$ cat src/rtl/bsc_pkg.sv
// shared types and constants of the barometric compensation core
package bsc_pkg;

  // field widths
  localparam int RAW_W     = 24;
  localparam int CAL_W     = 16;
  localparam int CFG_IDX_W = 3;
  localparam int TEN_W     = 16;
  localparam int PA_W      = 18;
  localparam int D_W       = 25;
  localparam int T_W       = 19;
  localparam int OS_W      = 40;

  // temperature thresholds in hundredths of a degree
  localparam logic signed [T_W-1:0] T_LOW  = 19'sd2000;
  localparam logic signed [T_W-1:0] T_VLOW = -19'sd1500;

  // reciprocal of ten, scaled by 2^23
  localparam logic [19:0] RECIP10 = 20'd838861;

  // pressure saturation limit
  localparam logic [PA_W-1:0] PA_MAX = 18'h3FFFF;

  // calibration register indexes
  typedef enum logic [CFG_IDX_W-1:0] {
    CAL_PSENS = 3'd0,
    CAL_POFF  = 3'd1,
    CAL_STC   = 3'd2,
    CAL_OTC   = 3'd3,
    CAL_TREF  = 3'd4,
    CAL_TCOEF = 3'd5
  } bsc_cal_idx_t;

  // one input item
  typedef struct packed {
    logic [RAW_W-1:0] raw_pressure;
    logic [RAW_W-1:0] raw_temperature;
  } bsc_in_t;

  // one result item
  typedef struct packed {
    logic signed [TEN_W-1:0] temperature_tenths;
    logic [PA_W-1:0]         pressure_pascal;
    logic                    pressure_clamped;
  } bsc_out_t;

  // calibration words
  typedef struct packed {
    logic [CAL_W-1:0] pressure_sensitivity;
    logic [CAL_W-1:0] pressure_offset;
    logic [CAL_W-1:0] sensitivity_temp_coef;
    logic [CAL_W-1:0] offset_temp_coef;
    logic [CAL_W-1:0] reference_temperature;
    logic [CAL_W-1:0] temperature_coef;
  } bsc_cal_t;

  // handoff from temperature section to pressure section
  typedef struct packed {
    logic                    valid;
    logic [RAW_W-1:0]        raw_p;
    logic signed [TEN_W-1:0] tenths;
    logic signed [OS_W-1:0]  off;
    logic signed [OS_W-1:0]  sens;
  } bsc_comp_t;

endpackage

$ cat src/rtl/bsc_cal_regs.sv
// calibration word register file
module bsc_cal_regs import bsc_pkg::*; (
  input  logic                 clk,
  input  logic                 rst_n,
  input  logic                 cfg_we,
  input  logic [CFG_IDX_W-1:0] cfg_index,
  input  logic [CAL_W-1:0]     cfg_wdata,
  output bsc_cal_t             cal
);

  bsc_cal_t cal_r, cal_nxt;

  // decode the write, unknown indexes are dropped
  always_comb begin
    cal_nxt = cal_r;
    if (cfg_we) begin
      case (bsc_cal_idx_t'(cfg_index))
        CAL_PSENS: cal_nxt.pressure_sensitivity  = cfg_wdata;
        CAL_POFF:  cal_nxt.pressure_offset       = cfg_wdata;
        CAL_STC:   cal_nxt.sensitivity_temp_coef = cfg_wdata;
        CAL_OTC:   cal_nxt.offset_temp_coef      = cfg_wdata;
        CAL_TREF:  cal_nxt.reference_temperature = cfg_wdata;
        CAL_TCOEF: cal_nxt.temperature_coef      = cfg_wdata;
        default:   cal_nxt = cal_r;
      endcase
    end
  end

  always_ff @(posedge clk) begin
    if (!rst_n) begin
      cal_r <= '0;
    end else begin
      cal_r <= cal_nxt;
    end
  end

  assign cal = cal_r;

endmodule

$ cat config.mk
export PLATFORM = sky130hd
export DESIGN_NAME = bsc_cal_regs
export DESIGN_NICKNAME = d
export VERILOG_FILES = /design/src/rtl/bsc_pkg.sv /design/src/rtl/bsc_cal_regs.sv
export SDC_FILE = /design/constraint.sdc
export NUM_CORES = 1
export LEC_CHECK = 0
export ABC_AREA = 1
export BUFFER_PORTS_ARGS = -buffer_cell sky130_fd_sc_hd__buf_2
export CAP_MARGIN = 20
export CORE_UTILIZATION = 46
export CTS_CLUSTER_SIZE = 12
export DETAILED_ROUTE_END_ITERATION = 10
export PLACE_DENSITY = 0.77
export SKIP_LAST_GASP = 1
export SYNTH_ARGS = -nofsm -noshare
export SYNTH_HDL_FRONTEND = slang
export SYNTH_SLANG_ARGS = --single-unit
$ cat constraint.sdc
create_clock -name clk -period 0.8 [get_ports clk]
set_input_delay 0 -clock clk [delete_from_list [all_inputs] [get_ports clk]]
set_output_delay 0 -clock clk [all_outputs]
set_load 0.01 [all_outputs]
==> metrics.yaml <==
status:
  outcome: "complete, but fails checks"
  violations: "hold timing, setup timing"
floorplanning:
  die_x_microns: 93.6
  start_util_pct: 47.2
  placeableCoreArea_sq_mm: 0.00818
  die_height_microns: 93.6
  dieArea_sq_mm: 0.00876
  rows: 33
  io_pins: 118
timing:
  period_share_pct: 103
  fin_ws_ps: -24.2
  clock_skew_ps: 0
  period_minus_slack_ps: 824
  tightestPinTransition_ps: 394
  slew_viol_final: 0
  relSlewSlack_pct: 73.7
  setup_viol: 42
  whs_ps: -6.24
  max_freq_mhz: 1210
  tns_ps: -304
  hold_viol: 5
  rsz0062_at_grt: "yes"
critical_path:
  path_cells: "buf_6"
  crit_buf_inv: 1
  cp_slowest_cell: "dfxtp_4"
  crit_arrival_ps: 820
  max_stage_delay_ps: 360
  crit_path_end_kind: "output pin"
  path_max_fanout: 2
  critPathTopFamily: "flip-flops"
  startpoint_type: "flip-flop"
  critical_path_required_ps: 800
  worstSetupPathType: "flip-flop to output pin"
synthesis:
  yosysSeqAreaShare_pct: 49.8
  syn_avg_cell_area_sq_um: 6.99
  syn_inst: 552
  synth_cell_types: 12
  syn_area_sq_mm: 0.00386
  ys_ff_latch: 96
  syn_nets: 574
  yosys_warnings: 0
global_routing:
  grt_pass1_wl_microns: 17700
  overflow: 0
  first_global_vias: 3618
  grt_util_all_layers_pct: 26.5
  antenna_found_initial: 0
  grt_max_degree: 45
final_layout:
  final_cell_mix: "nor2_1, nand2_1, nand3_1, buf_6, dfxtp_2"
  drive_gt1_share_pct: 39.6
  stdcell_count: 786
  syn_to_final_growth_pct: 47.8
  mostFrequentLayoutCell: "nor2_1"
  layout.nets: 698
  multi_input_area_sq_mm: 0.00168
  largest_register_ffs: 96
  n_fill_cell: 700
  regArea_sq_mm: 0.00204
  num_antenna_cells: 0
  final_core_util_pct: 69.7
  final_area_sq_mm: 0.00570
detailed_routing:
  drt_iter0_markers: 280
  drt-pass1-iter-count: 4
  viasPerCell: 5.05
  ant_nets: 0
  drt_wl_total_microns: 11400
  vias: 3967
  wl_per_cell_microns: 14.5
  post-route-drc-count: 0
clocking:
  cts_root_buf: "clkbuf_8"
  cts_max_level: 3
  cts_max_path_buffers: 2
  clock_sinks: 96
  cts.clk_slew.worst_paths_ps: 90
  cts_tree: "yes"
  clk_latency_ps: 340
  numCtsBuffers: 9
placement:
  port_buffers: 117
  gp_congestion: 0.830
  dpl.cell_count: 755
  place_area_sq_mm: 0.00466
  place_hpwl_microns: 7490
pwr:
  powerDensity_mw_per_mm2: 1730
  leakage_nw: 2.60
  power_frac_comb_pct: 15.0
  switching_power_mw: 2.58
  p_sw_share_pct: 26.2
  p_seq_share_pct: 51.8
  clkPwrFrac_pct: 33.3
  vdd_ir_drop_max_mv: 0.902
  intPower_mw: 7.27
worst_hold_path:
  hp-class: "input pin to flip-flop"
job:
  drv_cap: 0
==> routing by layer <==
metal / vias to the layer above / global-route usage [%] / routed length [microns]
li1: 1957 / - / -
met1: 1826 / 32.5 / 4620
met2: 159 / 46.3 / 5640
met3: 25 / 3.82 / 860
met4: 0 / 10.8 / 284
met5: - / 0 / 0
==> power groups by stage <==
stage | registers, mW | logic [mW] | clock network [mW]
2_1_floorplan | 5.21 | 0.659 | 0
3_3_place_gp | 5.14 | 1.21 | 0
3_5_place_dp | 5.15 | 1.24 | 0
4_1_cts | 5.10 | 1.46 | 3.29
5_1_grt | 5.12 | 1.60 | 3.55
6_report | 5.10 | 1.48 | 3.28
==> synth_stat cells (all sizes together) <==
cell	number	area share [%]
nand3	96	12
buf	34	4.6
inv	22	2.1
nor2	202	21
nand2	102	10
dfxtp	96	50
==> final timing paths <==
check	start	end	slack, ps	cells after the start
setup reg to reg	cal[84]	cal[84]	10	3
hold reg to reg	cal[30]	cal[30]	490	2
hold / removal	rst_n	cal[87]	-6	3
setup / recovery	cal[84]	cal[84]	-20	1
==> worst reg2reg max path: stages (launching register included) <==
cell     delay (ps)
dfxtp_4         360
buf_4           130
nor2_1          130
nor2_1           60
==> per-stage QoR <==
| step | worst slack, ps | hold slack (ps) | power, mW |
|---|---|---|---|
| after global routing | -58.7 | 3.73 | 10.3 |
| after detailed placement | -197 | 362 | 6.38 |
| after CTS | -24.3 | 101 | 9.85 |
| after floorplan | 29.4 | 240 | 5.87 |
| final | -24.2 | -6.24 | 9.85 |
| after global placement | -125 | 351 | 6.35 |
==> layout make-up <==
| cell class | instances | area share (%) |
|---|---|---|
| flip-flops and latches | 96 | 35.9 |
| multi-input cells | 400 | 29.5 |
| repair buffers | 147 | 27.2 |
| clock buffers | 12 | 2.72 |
| well taps | 105 | 2.30 |
| inverters | 22 | 1.45 |
| clock inverters | 4 | 0.922 |
==> logic make-up (layout without fill, tap and decap cells) <==
group / after synthesis / in the layout / synth area share, %
DFF: 96 / 96 / 49.8
and+or+nand+nor: 400 / 400 / 43.4
buffers and inverters: 56 / 185 / 6.74
==> what timing repair did <==
item	in CTS	in global routing
hold buffers	2	0
gates cloned	0	0
hold endpoints to repair	5	0
gates resized for setup	192	1
endpoints found under the setup margin	96	99
buffers inserted	9	5
(Power assumes the default switching activity.)
