**src/rtl/bsc_pkg.sv**
```systemverilog
// shared types and constants of the barometric compensation core
package bsc_pkg;

  // field widths
  localparam int RAW_W     = 24;
  localparam int CAL_W     = 16;
  localparam int CFG_IDX_W = 3;
  localparam int TEN_W     = 16;
  localparam int PA_W      = 18;
  localparam int D_W       = 25;
  localparam int T_W       = 19;
  localparam int OS_W      = 40;

  // temperature thresholds in hundredths of a degree
  localparam logic signed [T_W-1:0] T_LOW  = 19'sd2000;
  localparam logic signed [T_W-1:0] T_VLOW = -19'sd1500;

  // reciprocal of ten, scaled by 2^23
  localparam logic [19:0] RECIP10 = 20'd838861;

  // pressure saturation limit
  localparam logic [PA_W-1:0] PA_MAX = 18'h3FFFF;

  // calibration register indexes
  typedef enum logic [CFG_IDX_W-1:0] {
    CAL_PSENS = 3'd0,
    CAL_POFF  = 3'd1,
    CAL_STC   = 3'd2,
    CAL_OTC   = 3'd3,
    CAL_TREF  = 3'd4,
    CAL_TCOEF = 3'd5
  } bsc_cal_idx_t;

  // one input item
  typedef struct packed {
    logic [RAW_W-1:0] raw_pressure;
    logic [RAW_W-1:0] raw_temperature;
  } bsc_in_t;

  // one result item
  typedef struct packed {
    logic signed [TEN_W-1:0] temperature_tenths;
    logic [PA_W-1:0]         pressure_pascal;
    logic                    pressure_clamped;
  } bsc_out_t;

  // calibration words
  typedef struct packed {
    logic [CAL_W-1:0] pressure_sensitivity;
    logic [CAL_W-1:0] pressure_offset;
    logic [CAL_W-1:0] sensitivity_temp_coef;
    logic [CAL_W-1:0] offset_temp_coef;
    logic [CAL_W-1:0] reference_temperature;
    logic [CAL_W-1:0] temperature_coef;
  } bsc_cal_t;

  // handoff from temperature section to pressure section
  typedef struct packed {
    logic                    valid;
    logic [RAW_W-1:0]        raw_p;
    logic signed [TEN_W-1:0] tenths;
    logic signed [OS_W-1:0]  off;
    logic signed [OS_W-1:0]  sens;
  } bsc_comp_t;

endpackage

```
**src/rtl/bsc_press_calc.sv**
```systemverilog
// pressure pipeline: split product, scaling and saturation (four stages)
module bsc_press_calc import bsc_pkg::*; (
  input  logic      clk,
  input  logic      rst_n,
  input  logic      en,
  input  bsc_comp_t comp,
  output logic      out_valid,
  output bsc_out_t  out_data
);

  logic [2:0] v_r, v_nxt;
  logic       ov_r;

  // stage 1: partial products of raw pressure and sensitivity
  logic [43:0]             pplo1_r, pplo1_nxt;
  logic signed [44:0]      pphi1_r, pphi1_nxt;
  logic signed [OS_W-1:0]  off1_r;
  logic signed [TEN_W-1:0] ten1_r;

  // stage 2: full product
  logic signed [63:0]      full2_r, full2_nxt;
  logic signed [OS_W-1:0]  off2_r;
  logic signed [TEN_W-1:0] ten2_r;

  // stage 3: scaled product less offset
  logic signed [63:0]      q1;
  logic signed [43:0]      x3_r, x3_nxt;
  logic signed [TEN_W-1:0] ten3_r;

  // stage 4: final scaling and saturation
  logic signed [43:0]      pq;
  bsc_out_t                od_r, od_nxt;

  assign v_nxt = {v_r[1:0], comp.valid};

  always_comb begin
    pplo1_nxt = comp.raw_p * comp.sens[19:0];
    pphi1_nxt = $signed({1'b0, comp.raw_p}) * $signed(comp.sens[39:20]);
  end

  always_comb begin
    full2_nxt = ($signed({{19{pphi1_r[44]}}, pphi1_r}) <<< 20)
              + $signed({20'h00000, pplo1_r});
  end

  // divisions truncate toward zero
  always_comb begin
    q1     = (full2_r + (full2_r[63] ? 64'sd2097151 : 64'sd0)) >>> 21;
    x3_nxt = $signed(q1[43:0]) - $signed({{4{off2_r[OS_W-1]}}, off2_r});
  end

  always_comb begin
    pq = (x3_r + (x3_r[43] ? 44'sd32767 : 44'sd0)) >>> 15;
    od_nxt.temperature_tenths = ten3_r;
    if (pq[43]) begin
      od_nxt.pressure_pascal  = '0;
      od_nxt.pressure_clamped = 1'b1;
    end else if (pq[42:PA_W] != '0) begin
      od_nxt.pressure_pascal  = PA_MAX;
      od_nxt.pressure_clamped = 1'b1;
    end else begin
      od_nxt.pressure_pascal  = pq[PA_W-1:0];
      od_nxt.pressure_clamped = 1'b0;
    end
  end

  // valid bits and output valid
  always_ff @(posedge clk) begin
    if (!rst_n) begin
      v_r  <= '0;
      ov_r <= 1'b0;
    end else if (en) begin
      v_r  <= v_nxt;
      ov_r <= v_r[2];
    end
  end

  // payload registers
  always_ff @(posedge clk) begin
    if (en) begin
      pplo1_r <= pplo1_nxt;
      pphi1_r <= pphi1_nxt;
      off1_r  <= comp.off;
      ten1_r  <= comp.tenths;
      full2_r <= full2_nxt;
      off2_r  <= off1_r;
      ten2_r  <= ten1_r;
      x3_r    <= x3_nxt;
      ten3_r  <= ten2_r;
      od_r    <= od_nxt;
    end
  end

  assign out_valid = ov_r;
  assign out_data  = od_r;

  // a clamped pressure sits at one of the two limits
  a_clamp: assert property (@(posedge clk) disable iff (!rst_n)
    ov_r && od_r.pressure_clamped |->
      od_r.pressure_pascal == '0 || od_r.pressure_pascal == PA_MAX)
    else $error("clamped pressure not at a limit");

endmodule

```
**config.mk**
```make
export PLATFORM = sky130hd
export DESIGN_NAME = bsc_press_calc
export DESIGN_NICKNAME = d
export VERILOG_FILES = /design/src/rtl/bsc_pkg.sv /design/src/rtl/bsc_press_calc.sv
export SDC_FILE = /design/constraint.sdc
export NUM_CORES = 2
export LEC_CHECK = 0
export ABC_AREA = 1
export BUFFER_PORTS_ARGS = -buffer_cell sky130_fd_sc_hd__buf_2
export CAP_MARGIN = 20
export CORE_MARGIN = 2
export CORE_UTILIZATION = 59
export DETAILED_ROUTE_END_ITERATION = 16
export PLACE_DENSITY = 0.79
export RECOVER_POWER = 50
export SYNTH_ARGS = -nofsm -noshare
export SYNTH_HDL_FRONTEND = slang
export SYNTH_SLANG_ARGS = --single-unit
```
**constraint.sdc**
```tcl
create_clock -name clk -period 5.6 [get_ports clk]
set_clock_uncertainty 0.1 [all_clocks]
set_input_delay 0 -clock clk [delete_from_list [all_inputs] [get_ports clk]]
set_output_delay 0 -clock clk [all_outputs]
set_load 0.01 [all_outputs]
```
==> impl_metrics.tcl <==
set metrics [dict create \
    synth_area_um2 52780 \
    start_kind "input port" \
    yosysMostFrequentCell "inv_1" \
    pre_cts_ws_ns -0.8385 \
    min_period_over_period_pct 97.16 \
    outcome "complete, but fails checks" \
    rr_startpoint "full2_r[63]" \
    min_period_ns 5.441 \
    die_y_um 303.1 \
    die_x_um 303.1 \
    io_pins 160 \
    synth_top_area_share_pct 29.85 \
    path_clk_slew_ns 0.07 \
    place_hpwl_um 118900 \
    synthAdderAreaFrac_pct 40.04 \
    synth.area.mux_share_pct 0 \
    clock_latency_ns 0.56 \
    placed_area_um2 58630 \
    crit_path_max_fanout 8 \
    diodes 0 \
    place.gp.congestion 0.9967 \
    first_global_vias 45300 \
    syn_to_final_growth_pct 16.12 \
    reg2reg_slack_ns 0.61 \
    port_buffers 159 \
    worstPathRequired_ns 5.80 \
    hold_violations 0 \
    synthSimpleGateAreaFrac_pct 17.09 \
    antenna_found_initial 2 \
    vias_per_cell 5.248 \
    dr.first_iter.drc_count 3407 \
    drive_above_1_share_pct 12.93 \
    grt-ovfl-total 0 \
    tritoncts.num_buffers 36 \
    arrival_ns 5.64 \
    drt_first_pass_iters 12 \
    synth_top_family_by_area "adder cells" \
    routed-via-count 43220 \
    clockBufferDepth 3 \
    ys_types 56 \
    grt_first_pass_wirelength_um 227500 \
    syn-mean-instance-area_um2 8.211 \
    violations "DRC, capacitance limit, slew limit" \
    rsz0062_at_grt "yes" \
    synth_edf_count 359 \
    synth-seq-cells 363 \
    synthFlopType "edfxtp_1" \
    final_max_slew_viol_count 102 \
    worst_pin_slew_ns 4.478 \
    worstHoldStart "comp[88]" \
    fmax_mhz 183.8 \
    synth_xor_area_share_pct 3.136 \
    endpoint_kind "flip-flop" \
    synth_top_area_cell "fa_1" \
    maxCapViolations 1 \
    synthTopCellsByArea "fa_1 (30%), edfxtp_1 (20%), inv_1 (12%)" \
    worst_slack_ns 0.1593 \
    worstReg2RegEnd "x3_r[41]" \
    setup_viol 0 \
    min_to "ten1_r[8]" \
    die-area_um2 91870 \
    synth_seq_area_share_pct 20.58 \
    synth-compound-area-share_pct 5.329 \
    remaining_drc_errors 1 \
    synthTopCellsByCount "inv_1 (1739), nand2_1 (1581), fa_1 (787)" \
    synthesis.nets 7769 \
    max_slew_margin_pct -198.5 \
    num_rows 109 \
    finalWirelength_um 140800 \
    path_class "in -> reg" \
    grt_util_all_layers_pct 31.36 \
    synth_warnings 0 \
    routedWlPerCell_um 17.10 \
    ff2ff_path_depth 25 \
    ant_nets 0 \
    synthArstFlopShare_pct 0 \
    synth_cells 6428 \
    fillers 6993 \
    final_cell_area_um2 61290 \
    hp-class "in -> reg" \
    grt_start_max_net_pins 181 \
    htreeDepth 2 \
    cts_tree "yes" \
    finalNetCount 8383 \
    core_area_um2 88510 \
    start_util_pct 59.63 \
    cts.sinks 363 \
    min_path_cells 2 \
    cts_root_buffer "clkbuf_16" \
]
## placed cells by master (no fill, tap or decap), types with 10 or more instances in the layout
cell type / netlist / routed
a21o_1: 26 / 25
a21oi_1: 229 / 202
a21oi_2: 0 / 24
a31oi_1: 37 / 34
buf_12: 1 / 24
buf_2: 1 / 88
buf_4: 1 / 505
buf_6: 1 / 22
clkbuf_1: 176 / 41
clkbuf_16: 0 / 39
dlygate4sd3_1: 0 / 61
edfxtp_1: 359 / 359
fa_1: 787 / 777
fa_2: 0 / 10
ha_1: 430 / 408
ha_4: 0 / 14
inv_1: 1739 / 1738
inv_2: 15 / 16
nand2_1: 1581 / 1567
nand2_2: 9 / 21
nand3_1: 130 / 128
nand3_2: 14 / 16
nand4_1: 41 / 41
nor2_1: 335 / 312
nor2_2: 7 / 28
nor3_1: 35 / 31
nor4_1: 21 / 17
o21ai_0: 125 / 106
o21ai_1: 11 / 25
o21bai_1: 28 / 26
or2_2: 18 / 18
xnor2_1: 61 / 61
xor2_1: 128 / 128
## critical path, cell delays in order
cell and delay, ns:
buf_2 0.18, buf_12 0.17, nand2_1 0.07, inv_1 0.06, fa_1 0.54, inv_1 0.06, fa_1 0.55, inv_1 0.06
fa_1 0.48, inv_1 0.05, fa_1 0.46, fa_1 0.50, inv_1 0.06, fa_1 0.60, ha_1 0.27, ha_1 0.36
nand2_1 0.13, nor2_2 0.20, inv_1 0.11, nor4_2 0.32, nand4_1 0.13, nand3_1 0.17, xor2_1 0.08
## sequential cells by signal (all words and copies together), names as in the netlist, 35 cells and up
register / count
full2_r: 64
off2_r: 40
out_data: 35
off1_r: 40
pplo1_r: 44
x3_r: 44
pphi1_r: 44
## final cells by class
class	count	area (um2)	area share, %
multi-input combinational	4128	35260	57.52
sequential	363	10860	17.72
inverter	1757	6595	10.76
timing repair buffer	756	5931	9.676
tap	1165	1458	2.378
clock buffer	39	932.1	1.521
clock inverter	26	257.7	0.4205
## routing by layer
layer | routed length (um) | global-route usage (%) | vias up
met5 | 27 | 0 | -
met4 | 6382 | 11.39 | 4
met3 | 10590 | 3.648 | 353
met2 | 68460 | 54.96 | 1690
met1 | 55320 | 40.19 | 20750
li1 | - | - | 20420
## metrics by stage
step	setup TNS [ns]	hold slack, ns	cells	utilization [%]
after floorplan	-0.01439	-0.001131	6428	-
after CTS	0	0.03319	8226	68.34
after detailed placement	-35.15	0.07854	8100	66.23
after global placement	-30.72	0.07656	8100	66.23
after global routing	-0.2978	0.05615	8234	69.25
final	0	0.06291	8234	69.25
## cells by family after synthesis
family,count (synthesis)
AND/OR/NAND/NOR,2222
buffers and inverters,1937
adder cells (fa/ha/maj),1217
AO/OA/AOI/OAI,500
flip-flops,363
XOR/XNOR,189
## timing repair
item,in CTS,in global routing
endpoints found under the hold margin,160,0
pin swaps,2,37
gates resized for setup,22,207
gates cloned,0,3
buffers inserted,0,5
hold buffers,61,0
endpoints found under the setup margin,34,55
## how the worst max path moves through the flow
stage,start,to,cells after the start
global placement,comp[106],pplo1_r[36],20
global route,comp[114],pplo1_r[39],25
CTS,comp[22],pphi1_r[40],23
finish,comp[14],pplo1_r[36],23
detailed placement,comp[109],pplo1_r[36],22
floorplan,comp[22],pphi1_r[43],24
Power is left out: the tool's default activity adds up to more than one toggle a clock period on the data nets, which glitch-free logic cannot reach.
